### config.mk
export PLATFORM = sky130hd
export DESIGN_NAME = ldle_mod
export DESIGN_NICKNAME = d
export VERILOG_FILES = /design/src/design/ldle_pkg.sv /design/src/design/ldle_mod.sv
export SDC_FILE = /design/constraint.sdc
export NUM_CORES = 1
export LEC_CHECK = 0
export BUFFER_PORTS_ARGS = -buffer_cell sky130_fd_sc_hd__buf_2
export CAP_MARGIN = 20
export CORE_UTILIZATION = 50
export DETAILED_ROUTE_END_ITERATION = 8
export GPL_TIMING_DRIVEN = 0
export PLACE_DENSITY_LB_ADDON = 0.08
export SYNTH_ARGS = -nofsm -noshare
export SYNTH_HDL_FRONTEND = slang
export SYNTH_SLANG_ARGS = --single-unit
### constraint.sdc
create_clock -name i_clk -period 5.2 [get_ports i_clk]
set_input_delay 0.52 -clock i_clk [delete_from_list [all_inputs] [get_ports i_clk]]
set_output_delay 0.52 -clock i_clk [all_outputs]
set_load 0.05 [all_outputs]
### src/design/ldle_pkg.sv
// ----------------------------------------------------------------------------
// ldle_pkg
// Shared types, codes and helpers of the lossy delay link emulator.
// ----------------------------------------------------------------------------
package ldle_pkg;

    // Operation codes of a request
    localparam logic [2:0] OP_SEND     = 3'd0;
    localparam logic [2:0] OP_POLL     = 3'd1;
    localparam logic [2:0] OP_ADV_SND  = 3'd2;
    localparam logic [2:0] OP_ADV_RCV  = 3'd3;
    localparam logic [2:0] OP_CLOSE_SND = 3'd4;
    localparam logic [2:0] OP_CLOSE_RCV = 3'd5;

    // Configuration register indexes
    localparam logic [1:0] CFG_LOSS    = 2'd0;
    localparam logic [1:0] CFG_LATENCY = 2'd1;
    localparam logic [1:0] CFG_JITTER  = 2'd2;
    localparam logic [1:0] CFG_SEED    = 2'd3;

    localparam logic [6:0]  PCT_MAX  = 7'd100;
    localparam logic [7:0]  LOSS_MOD = 8'd100;

    // One stored packet
    typedef struct packed {
        logic [63:0] time_ms;
        logic [63:0] order;
        logic [15:0] tag;
    } t_entry;

    // Result of one queue scan
    typedef struct packed {
        logic        free_found;
        logic        best_found;
        logic [63:0] best_time;
        logic [15:0] best_tag;
    } t_scan_res;

    // xorshift64 step (13, 7, 17)
    function automatic logic [63:0] rng_next(input logic [63:0] s);
        logic [63:0] a;
        logic [63:0] b;
        a = s ^ (s << 13);
        b = a ^ (a >> 7);
        return b ^ (b << 17);
    endfunction

endpackage

### src/design/ldle_mod.sv
// ----------------------------------------------------------------------------
// ldle_mod
// Bit-serial remainder unit: 64-bit dividend by a 17-bit divisor, one
// dividend bit per cycle.
// ----------------------------------------------------------------------------
module ldle_mod import ldle_pkg::*; (
    input  logic        i_clk,
    input  logic        i_rst_n,
    input  logic        i_start,
    input  logic [63:0] i_dividend,
    input  logic [16:0] i_divisor,
    output logic        o_done,
    output logic [16:0] o_rem
);

    logic        r_busy;
    logic [5:0]  r_cnt;
    logic [63:0] r_dvd;
    logic [16:0] r_dsr;
    logic [17:0] r_rem;
    logic        r_done;
    logic [17:0] n_shift;
    logic [17:0] n_rem;

    // restoring step
    always_comb begin
        n_shift = {r_rem[16:0], r_dvd[63]};
        if (n_shift >= {1'b0, r_dsr}) begin
            n_rem = n_shift - {1'b0, r_dsr};
        end else begin
            n_rem = n_shift;
        end
    end

    always_ff @(posedge i_clk) begin
        if (!i_rst_n) begin
            r_busy <= 1'b0;
            r_done <= 1'b0;
            r_cnt  <= '0;
        end else begin
            r_done <= 1'b0;
            if (i_start) begin
                r_busy <= 1'b1;
                r_cnt  <= '0;
                r_dvd  <= i_dividend;
                r_dsr  <= i_divisor;
                r_rem  <= '0;
            end else if (r_busy) begin
                r_rem <= n_rem;
                r_dvd <= {r_dvd[62:0], 1'b0};
                r_cnt <= r_cnt + 6'd1;
                if (r_cnt == 6'd63) begin
                    r_busy <= 1'b0;
                    r_done <= 1'b1;
                end
            end
        end
    end

    assign o_done = r_done;
    assign o_rem  = r_rem[16:0];

endmodule

==> impl_results.md, run 1 <==
- Outcome: complete, no violations
- WP data arrival: 3.27 ns
- Most frequent cells after synthesis: edfxtp_1 (98), mux2_2 (63), inv_1 (22), nor2_1 (22), a21oi_1 (19)
- Top Family by Delay on Critical Path: compound AO/OA/AOI/OAI gates
- Main synth FF type: edfxtp_1
- Int Power: 1.36 mW
- Starting density of the core: 52.2%
- Normalized max-slew margin: 51.9%
- Maxcap violations: 0
- N_diodes: 0
- FP Rows: 36
- Final count of hold timing violations: 0
- Crit start category: register
- Pre-antenna DRT Iters: 4
- Placer Congestion: 0.866
- Leak: 2.42 nW
- Hold buffer count at cts: 0
- Nets@finish: 592
- Die width: 104 um
- Stages on worst setup path: 12
- Core Area: 9910 um2
- Reg2reg path depth: 12
- Top post-synthesis cells by area: edfxtp_1 (57%), mux2_2 (14%), ha_1 (4.4%), dfxtp_1 (3.1%), a21oi_1 (1.8%)
- Min Hold Slack: 0.298 ns
- CTS HTree Levels: 3
- Switching Share: 29.0%
- Final core occ: 61.0%
- HPWL Detailed: 6770 um
- Antenna violations before repair: 2
- Cell variety after synth: 43
- Critical Path Start: r_dvd[63]
- Die area: 10,800 um2
- Crit path kind: reg -> reg
- Reg clk slew, reported paths: 0.11 ns
- Finished Cell Area: 6040 um2
- Clock power frac: 24.9%
- Setup slack, reg-to-reg: 2.06 ns
- Max Slew Vio Count: 0
- Die Span Y: 104 um
- Routed wire length: 9720 um
- Synthesized flop and latch total: 106
- Worst-margin pin slew: 0.721 ns
- Vias in the first global route: 3,417
- Number of routed nets with antenna violations: 0
- All-Layer GR Usage: 19.2%
- Dominant cell by count in the synthesized netlist: edfxtp_1
- CP Data Required Time: 5.33 ns
- Slowest stage cell, crit path: o21ai_2
- RSZ-0062 raised after global routing: false
- Port Buffers: 100
- Clock latency on the worst-skew pair: 0.39 ns
- Reg-to-reg startpoint: r_dvd[63]
- Reg power frac: 53.8%
- Cts bufs inserted: 9
- Post-CTS Repair Setup Buffers: 0
- Yosys top cell area share: 56.9%
- DR vias/cell: 5.37
- Worst clock skew: 0.0142 ns
- Min-Delay Path Class: in -> reg
- Final period util: 60.3%
- Synth warn: 0
- CP endpoint: r_rem[13]
- Area Overhead vs Synth: 16.8%
- Power per Cell Area: 317 nW/um2
- Async set-or-reset flop fraction in the synthesized netlist: 0%
- Largest net degree at the start of global routing: 72
- Post-CTS sizing: 0
- Delay of the slowest critical-path stage: 0.45 ns
- DRC violations left: 0
- Post-synth EDFFs: 98
- Reg2reg end: r_rem[13]
- Part of the Yosys area used for sequential elements: 60.0%
- Worst Hold Path Cells: 1
- I/O pin cnt: 102
- Vias: 3,363
- WL/cell: 15.5 um
- Leading area contributor after synthesis: edfxtp_1
- Layout cells sized above 1: 38.1%
- CP endpoint kind: register
- Max Fclk: 0.319 GHz
- Worst vdd ir: 0.257 mV
- FILL cells: 805
- Placed inst area: 5870 um2
- Global-route wire length before repair: 16,000 um
- Cells after synthesis: 377
- Drt initial violations: 154
- # setup viols final: 0
- CTS tree: yes
- Global route overflow: 0
- Fin crit period: 3.14 ns
- Avg Cell Area, Syn: 13.7 um2
- Synthesized Nets: 480
- Longest Clk Path Bufs: 2
- P_sw: 0.555 mW
- Synthesized cell area: 5170 um2
- CP bufs+invs: 3
- Final WS setup: 2.06 ns
- Crit-path cells: inv_1 > ha_1 > inv_1 > fa_1 > a21o_1 > a221oi_2 > o21ai_2 > o21ai_2 > nand2_4 > buf_6 > o211ai_1 > a21oi_1
- Crit-path max FO: 10
- Setup TNS: 0 ns
- Place WS: 2.08 ns
- Sink Count: 106
- Gate power share: 21.3%
- Clk root buf: clkbuf_8
-- area by class of cell --
cell class                      count  area, um2  share of cell area, %
Sequential cell                   106       3100                   51.3
Clock buffer                        9        124                   2.05
Buffer                             15       72.6                   1.20
Tap cell                          133        166                   2.75
Timing Repair Buffer              101        528                   8.74
Inverter                           22       85.1                   1.41
Clock inverter                      6       50.0                  0.828
Multi-Input combinational cell    234       1920                   31.7
-- flip-flops by register name (all words and copies together) (netlist names) --
| name | cells |
|---|---|
| r_cnt | 6 |
| r_dvd | 64 |
| r_rem | 17 |
| r_dsr | 17 |
| r_busy | 1 |
| o_done | 1 |
-- per-layer routing --
metal | part of all wire [%] | track usage (%) | vias to the layer above
met3 | 7.1 | 6.86 | 17
met4 | 1.7 | 7.24 | 0
li1 | - | - | 1630
met2 | 49 | 32.0 | 93
met5 | 0 | 0 | -
met1 | 42 | 22.9 | 1623
-- logic make-up (layout without fill, tap and decap cells) --
family                     count (synthesis)  in the layout  synth area share, %
adders and majority gates                 19             19                 4.74
AOI/OAI and AO/OA                         57             57                 7.64
buffers and inverters                     37            153                 3.00
DFF                                      106            106                 60.0
xor gates and xnor gates                  17             17                 2.88
and+or+nand+nor                           71             71                 6.70
muxes                                     70             70                 15.1
-- worst reg2reg max path, cell delays in order, from the launching register on --
cell and delay [ns]:
edfxtp_1 0.42, inv_1 0.08, ha_1 0.17, inv_1 0.05
fa_1 0.40, a21o_1 0.22, a221oi_2 0.37, o21ai_2 0.19
o21ai_2 0.45, nand2_4 0.12, buf_6 0.19, o211ai_1 0.12
a21oi_1 0.10
-- stage by stage --
step	cells	power, mW
global route	626	2.01
detailed placement	611	1.46
CTS	626	1.94
finish	626	1.91
floorplan	377	1.35
global placement	610	1.45
-- placed cells by master, fill, tap and decap left out, types with 2 or more instances in the layout --
| cell type | n |
|---|---|
| nand2b_1 | 2 |
| and3_1 | 2 |
| dfxtp_1 | 8 |
| or3_1 | 2 |
| edfxtp_1 | 98 |
| ha_1 | 18 |
| o21bai_1 | 2 |
| buf_2 | 101 |
| mux2_2 | 63 |
| inv_1 | 21 |
| and4_1 | 2 |
| nand2_1 | 18 |
| clkbuf_1 | 12 |
| nand4_1 | 3 |
| and2_1 | 2 |
| nor2b_1 | 2 |
| nand3_1 | 10 |
| clkinv_4 | 2 |
| buf_6 | 2 |
| o21a_1 | 3 |
| o21ai_2 | 2 |
| a31oi_1 | 6 |
| mux2i_1 | 7 |
| xnor2_1 | 10 |
| a211oi_1 | 5 |
| a21o_1 | 5 |
| a21oi_1 | 19 |
| clkbuf_8 | 9 |
| nor3b_1 | 2 |
| xor2_1 | 7 |
| nor2_1 | 22 |
| o21ai_0 | 7 |
-- power groups by stage --
stage | combinational (mW) | clock (mW) | sequential (mW)
after floorplan | 0.259 | 0 | 1.09
after detailed placement | 0.408 | 0 | 1.05
after CTS | 0.410 | 0.495 | 1.03
final | 0.407 | 0.477 | 1.03
after global routing | 0.447 | 0.523 | 1.04
after global placement | 0.397 | 0 | 1.05
-- worst min-delay path by stage --
stage                             from        to  slack (ns)
final                     i_divisor[4]  r_dsr[4]        0.30
after CTS                 i_divisor[3]  r_dsr[3]        0.28
after detailed placement      r_cnt[5]  r_cnt[5]        0.49
after global placement        r_cnt[5]  r_cnt[5]        0.47
after global routing      i_divisor[3]  r_dsr[3]        0.27
after floorplan               r_cnt[5]  r_cnt[5]        0.45
(Power assumes the default switching activity.)
==> inputs of run 2 (changes only) <==
==> constraint.sdc (replaced) <==
create_clock -name i_clk -period 2.7 [get_ports i_clk]
set_input_delay 0.27 -clock i_clk [delete_from_list [all_inputs] [get_ports i_clk]]
set_output_delay 0.27 -clock i_clk [all_outputs]
set_load 0.05 [all_outputs]
==> run 2 against run 1 <==
  * The run now ends with negative setup slack left
  * Sequential share of layout area shrank 1.6 points
  * Global-route usage hardly changed
  * Utilization increased by 2.0 points
  * Via count unchanged
  * First-iteration DRC count decreased by 14%
  * Wire length up 0.57%
  * Flip-flop and latch count unchanged
  * Clock power up 110%
  * Worst hold slack lost 0.24 ns
  * Fmax grew 14%
  * Power increased by 100%
==> impl_results.md, run 2 (synthesized netlist as in run 1, its figures left out) <==
- Final period util: 102% (was 60.3%)
- Longest Clk Path Bufs: 2 (unchanged)
- All-Layer GR Usage: 19.2% (about the same)
- Pre-antenna DRT Iters: 4 (unchanged)
- Outcome: complete, but fails checks (was complete, no violations)
- Core Area: 9910 um2 (unchanged)
- Port Buffers: 100 (unchanged)
- Final count of hold timing violations: 0 (unchanged)
- Antenna violations before repair: 0 (was 2)
- Die width: 104 um (unchanged)
- Crit-path cells: inv_1 > ha_2 > inv_2 > fa_2 > a21o_1 > a221oi_4 > o21ai_4 > buf_4 > o21ai_4 > nand2_4 > buf_12 > mux2i_1 > nor2_1 (was inv_1 > ha_1 > inv_1 > fa_1 > a21o_1 > a221oi_2 > o21ai_2 > o21ai_2 > nand2_4 > buf_6 > o211ai_1 > a21oi_1)
- WL/cell: 15.3 um (was 15.5 um)
- Most common cell after layout, fill and taps aside: buf_2 (unchanged)
- Starting density of the core: 52.2% (unchanged)
- Die area: 10,800 um2 (unchanged)
- Drt initial violations: 132 (was 154)
- Most frequent cells in the layout: buf_2 (101), edfxtp_1 (98), mux2_2 (63) (unchanged)
- Crit-path max FO: 5 (was 10)
- Max reg flops: 64 (unchanged)
- P_sw: 1.07 mW (was 0.555 mW)
- Biggest regs: r_dvd x64, r_dsr x17, r_rem x17 (unchanged)
- Power per Cell Area: 618 nW/um2 (was 317 nW/um2)
- Min Hold Slack: 0.0543 ns (was 0.298 ns)
- I/O pin cnt: 102 (unchanged)
- Nets@finish: 604 (was 592)
- Cts bufs inserted: 9 (unchanged)
- Placer Congestion: 0.842 (was 0.866)
- Delay of the slowest critical-path stage: 0.44 ns (was 0.45 ns)
- Slowest stage cell, crit path: edfxtp_1 (was o21ai_2)
- Routed wire length: 9780 um (was 9720 um)
- Int Power: 2.79 mW (was 1.36 mW)
- Maxcap violations: 0 (unchanged)
- Max Slew Vio Count: 0 (unchanged)
- Reg clk slew, reported paths: 0.10 ns (was 0.11 ns)
- CP endpoint kind: register (unchanged)
- WP data arrival: 2.88 ns (was 3.27 ns)
- Top Family by Delay on Critical Path: compound AO/OA/AOI/OAI gates (unchanged)
- Final WS setup: -0.0591 ns (was 2.06 ns)
- Sink Count: 106 (unchanged)
- Die Span Y: 104 um (unchanged)
- Place WS: -0.411 ns (was 2.08 ns)
- Placed insts: 611 (unchanged)
- Normalized max-slew margin: 45.1% (was 51.9%)
- Failing checks: negative setup slack
- CTS tree: yes (unchanged)
- Vias: 3,363 (unchanged)
- FP Rows: 36 (unchanged)
- Worst-margin pin slew: 0.821 ns (was 0.721 ns)
- Max Fclk: 0.362 GHz (was 0.319 GHz)
- Crit start category: register (unchanged)
- Global route overflow: 0 (unchanged)
- Leak: 2.49 nW (was 2.42 nW)
- Cell mode on critical path: o21ai_4
- Hold buffer count at cts: 0 (unchanged)
- Crit path kind: reg -> reg (unchanged)
- Layout cells sized above 1: 40.7% (was 38.1%)
- Area Overhead vs Synth: 20.7% (was 16.8%)
- Placed inst area: 5880 um2 (was 5870 um2)
- CP Data Required Time: 2.83 ns (was 5.33 ns)
- Global-route wire length before repair: 16,000 um (about the same)
- Reg power frac: 51.5% (was 53.8%)
- DR vias/cell: 5.26 (was 5.37)
- Setup TNS: -0.389 ns (was 0 ns)
- Clock power frac: 26.1% (was 24.9%)
- Worst vdd ir: 0.512 mV (was 0.257 mV)
- Largest Register: r_dvd (unchanged)
- CTS HTree Levels: 3 (unchanged)
- Fin crit period: 2.76 ns (was 3.14 ns)
- Gate power share: 22.4% (was 21.3%)
- Finished Cell Area: 6240 um2 (was 6040 um2)
- Vias in the first global route: 3,420 (was 3,417)
- Clock latency on the worst-skew pair: 0.38 ns (was 0.39 ns)
- HPWL Detailed: 6840 um (was 6770 um)
- DRC violations left: 0 (unchanged)
- Non-filler cells, final: 639 (was 626)
- Switching Share: 27.8% (was 29.0%)
- Clk root buf: clkbuf_8 (unchanged)
- Worst clock skew: 0.0112 ns (was 0.0142 ns)
- Number of routed nets with antenna violations: 0 (unchanged)
- Largest net degree at the start of global routing: 47 (was 72)
- RSZ-0062 raised after global routing: true (was false)
- N_diodes: 0 (unchanged)
- Min-Delay Path Class: in -> reg (unchanged)
- CP bufs+invs: 4 (was 3)
- # setup viols final: 10 (was 0)
==> run 2: cell count changes in the layout (fill, tap and decap cells not counted), moves of 2 or more <==
cell and change:
clkinv_4 -2, o21ai_4 +2, buf_4 +11, buf_12 +2
nor2_1 -2, o21ai_2 -2, ha_1 -2, nor2_4 +2
==> run 2: power by group through the flow <==
stage	Clock (mW)	Combinational (mW)	Sequential (mW)
final	1.01	0.863	1.99
after CTS	1.03	0.819	1.99
after floorplan	0	0.504	2.10
after global placement	0	0.770	2.03
after global routing	1.09	0.945	2.00
after detailed placement	0	0.792	2.03
==> run 2: stage by stage <==
step | total power [mW] | utilization [%]
after floorplan | 2.61 | -
after global placement | 2.80 | 59.1
after detailed placement | 2.82 | 59.3
after CTS | 3.84 | 61.9
after global routing | 4.04 | 63.0
final | 3.86 | 63.0
==> run 2: cell type report <==
| type | instances | area, um2 |
|---|---|---|
| Tap cell | 133 | 166 |
| Fill cell | 819 | 3660 |
| Inverter | 22 | 86.3 |
| Multi-Input combinational cell | 234 | 1980 |
| Timing Repair Buffer | 113 | 628 |
| Buffer | 15 | 81.3 |
| Clock inverter | 5 | 58.8 |
| Clock buffer | 11 | 141 |
| Sequential cell | 106 | 3100 |
==> run 2: repair_timing <==
item	in CTS	in global routing
pin swaps	8	9
hold endpoints to repair	0	0
setup endpoints to repair	17	16
gates resized for setup	5	7
setup buffers	4	7
gates cloned	0	1
==> run 2: path summary, 6_finish.rpt <==
check,startpoint,endpoint,slack (ns),cells past startpoint
worst min-delay path,i_divisor[4],r_dsr[4],0.05,1
worst min register to register,r_cnt[5],r_cnt[5],0.51,2
worst max register to register,r_dvd[63],r_rem[5],-0.06,13
worst max-delay path,r_dvd[63],r_rem[5],-0.06,13
==> run 2: metal layers <==
metal / GRT usage [%] / wire (um) / up-vias
met5: 0 / 0 / -
met4: 5.71 / 125 / 0
met3: 7.93 / 673 / 13
met2: 31.1 / 4730 / 88
met1: 23.6 / 4240 / 1606
li1: - / - / 1656
==> inputs of run 3 (changes only) <==
--- a/config.mk
+++ b/config.mk
@@ -8,6 +8,7 @@
 export BUFFER_PORTS_ARGS = -buffer_cell sky130_fd_sc_hd__buf_2
 export CAP_MARGIN = 20
 export CORE_UTILIZATION = 50
+export CTS_BUF_LIST = sky130_fd_sc_hd__clkbuf_2
 export DETAILED_ROUTE_END_ITERATION = 8
 export GPL_TIMING_DRIVEN = 0
 export PLACE_DENSITY_LB_ADDON = 0.08
==> run 3 against run 2 <==
  * The flow still finishes with violations (negative setup slack)
  * Clock power fell by 27%
  * Clock skew up 0.022 ns
  * Worst hold slack improved by 0.21 ns
  * Global-route usage grew 2.1 points
  * Sequential power is essentially flat
  * Critical path depth is the same
  * Non-clock buffer count is 82 higher
==> impl_results.md, run 3 (synthesized netlist as in run 1, its figures left out) <==
- Outcome: complete, but fails checks (unchanged)
- Failing checks: negative setup slack (unchanged)
- Die Span Y: 104 um (unchanged)
- Vias: 3,668 (was 3,363)
- Longest Clk Path Bufs: 2 (unchanged)
- Crit-path max FO: 5 (unchanged)
- Core Area: 9910 um2 (unchanged)
- WL/cell: 15.2 um (was 15.3 um)
- Final period util: 104% (was 102%)
- Worst clock skew: 0.0336 ns (was 0.0112 ns)
- Placed inst area: 5880 um2 (unchanged)
- Most common cell after layout, fill and taps aside: buf_2 (unchanged)
- Crit start category: register (unchanged)
- Biggest regs: r_dvd x64, r_dsr x17, r_rem x17 (unchanged)
- Die area: 10,800 um2 (unchanged)
- I/O pin cnt: 102 (unchanged)
- WP data arrival: 3.19 ns (was 2.88 ns)
- Clock latency on the worst-skew pair: 0.60 ns (was 0.38 ns)
- Reg clk slew, reported paths: 0.28 ns (was 0.10 ns)
- Worst vdd ir: 0.476 mV (was 0.512 mV)
- Placed insts: 611 (unchanged)
- Final count of hold timing violations: 0 (unchanged)
- All-Layer GR Usage: 21.3% (was 19.2%)
- RSZ-0062 raised after global routing: true (unchanged)
- Die width: 104 um (unchanged)
- Power per Cell Area: 530 nW/um2 (was 618 nW/um2)
- Port Buffers: 100 (unchanged)
- Non-filler cells, final: 721 (was 639)
- Largest net degree at the start of global routing: 47 (unchanged)
- CP Data Required Time: 3.09 ns (was 2.83 ns)
- Fin crit period: 2.80 ns (was 2.76 ns)
- Max reg flops: 64 (unchanged)
- Gate power share: 26.4% (was 22.4%)
- Switching Share: 29.0% (was 27.8%)
- Nets@finish: 686 (was 604)
- CTS tree: yes (unchanged)
- Global route overflow: 0 (unchanged)
- Pre-antenna DRT Iters: 4 (unchanged)
- HPWL Detailed: 6840 um (unchanged)
- Reg power frac: 53.6% (was 51.5%)
- Largest Register: r_dvd (unchanged)
- Placer Congestion: 0.842 (unchanged)
- Drt initial violations: 154 (was 132)
- DR vias/cell: 5.09 (was 5.26)
- Min-Delay Path Class: in -> reg (unchanged)
- Normalized max-slew margin: 45.6% (was 45.1%)
- N_diodes: 0 (unchanged)
- Crit path kind: reg -> reg (unchanged)
- Clock power frac: 20.0% (was 26.1%)
- Finished Cell Area: 7000 um2 (was 6240 um2)
- CTS HTree Levels: 3 (unchanged)
- Clk root buf: clkbuf_2 (was clkbuf_8)
- Cts bufs inserted: 9 (unchanged)
- Routed wire length: 11,000 um (was 9780 um)
- Vias in the first global route: 3,848 (was 3,420)
- Final WS setup: -0.102 ns (was -0.0591 ns)
- Global-route wire length before repair: 18,000 um (was 16,000 um)
- Maxcap violations: 0 (unchanged)
- Most frequent cells in the layout: buf_2 (101), edfxtp_1 (98), dlygate4sd3_1 (82) (was buf_2 (101), edfxtp_1 (98), mux2_2 (63))
- Area Overhead vs Synth: 35.2% (was 20.7%)
- P_sw: 1.08 mW (was 1.07 mW)
- # setup viols final: 15 (was 10)
- CP endpoint kind: register (unchanged)
- Antenna violations before repair: 0 (unchanged)
- Starting density of the core: 52.2% (unchanged)
- Worst-margin pin slew: 0.816 ns (was 0.821 ns)
- Place WS: -0.411 ns (unchanged)
- Layout cells sized above 1: 35.9% (was 40.7%)
- Sink Count: 106 (unchanged)
- Final core occ: 70.6% (was 63.0%)
- FP Rows: 36 (unchanged)
- Max Slew Vio Count: 0 (unchanged)
- Leak: 2.81 nW (was 2.49 nW)
- DRC violations left: 0 (unchanged)
- Number of routed nets with antenna violations: 0 (unchanged)
- Int Power: 2.63 mW (was 2.79 mW)
- Max Fclk: 0.357 GHz (was 0.362 GHz)
-- run 3: cell types whose count changed in the layout (fill, tap and decap cells not counted), sizes merged --
cell,previous run,this run
dlygate4sd3,0,82
clkbuf,24,23
clkinv,1,2
-- run 3: what timing repair did --
| item | CTS | global route |
|---|---|---|
| gates resized for setup | 6 | 13 |
| endpoints found under the hold margin | 82 | 0 |
| endpoints found under the setup margin | 17 | 16 |
| gates cloned | 0 | 1 |
| setup buffers | 6 | 5 |
| hold buffers | 82 | 0 |
| pin swaps | 11 | 12 |
-- run 3: layer usage --
layer  up-vias  track usage, %  part of all wire, %
li1       1821               -                    -
met1      1735            25.6                   43
met2        98            37.0                   51
met3        12            6.23                  4.5
met4         2            6.53                 0.87
met5         -               0                 0.19
-- run 3: path summary, 6_finish.rpt --
check / startpoint / endpoint / slack, ns / depth (start not counted)
max: r_dvd[63] / r_rem[5] / -0.10 / 13
min: i_start / r_dvd[13] / 0.27 / 2
max reg2reg: r_dvd[63] / r_rem[5] / -0.10 / 13
min reg2reg: r_cnt[5] / r_cnt[5] / 0.53 / 2
-- run 3: cell type report --
cell class | count | area, um2
inverter | 22 | 86.3
sequential | 106 | 3100
timing repair buffer | 195 | 1450
clock buffer | 10 | 50.0
buffer | 15 | 85.1
tap | 133 | 166
fill | 730 | 2910
multi-input combinational | 234 | 1990
clock inverter | 6 | 62.6
-- run 3: stage by stage --
stage | hold slack, ns | TNS (ns) | power (mW)
floorplan | 0.369 | 0 | 2.61
global placement | 0.446 | -61.06 | 2.80
detailed placement | 0.448 | -8.54 | 2.82
CTS | 0.212 | -0.114 | 3.68
global route | 0.215 | -2.76 | 3.90
finish | 0.265 | -0.737 | 3.71
-- run 3: power groups by stage --
stage | logic (mW) | clock network (mW) | registers, mW
6_report | 0.980 | 0.741 | 1.99
5_1_grt | 1.06 | 0.831 | 2.00
4_1_cts | 0.921 | 0.773 | 1.99
3_5_place_dp | 0.792 | 0 | 2.03
3_3_place_gp | 0.770 | 0 | 2.03
2_1_floorplan | 0.504 | 0 | 2.10
-- run 3: critical path, cell delays in order (launching register included) --
cell	delay [ns]
edfxtp_1	0.49
inv_1	0.09
ha_2	0.18
inv_2	0.04
fa_2	0.36
a21o_1	0.20
a221oi_4	0.32
o21ai_4	0.10
buf_4	0.15
o21ai_4	0.15
nand2_4	0.11
clkbuf_16	0.19
mux2i_1	0.17
nor2_1	0.06
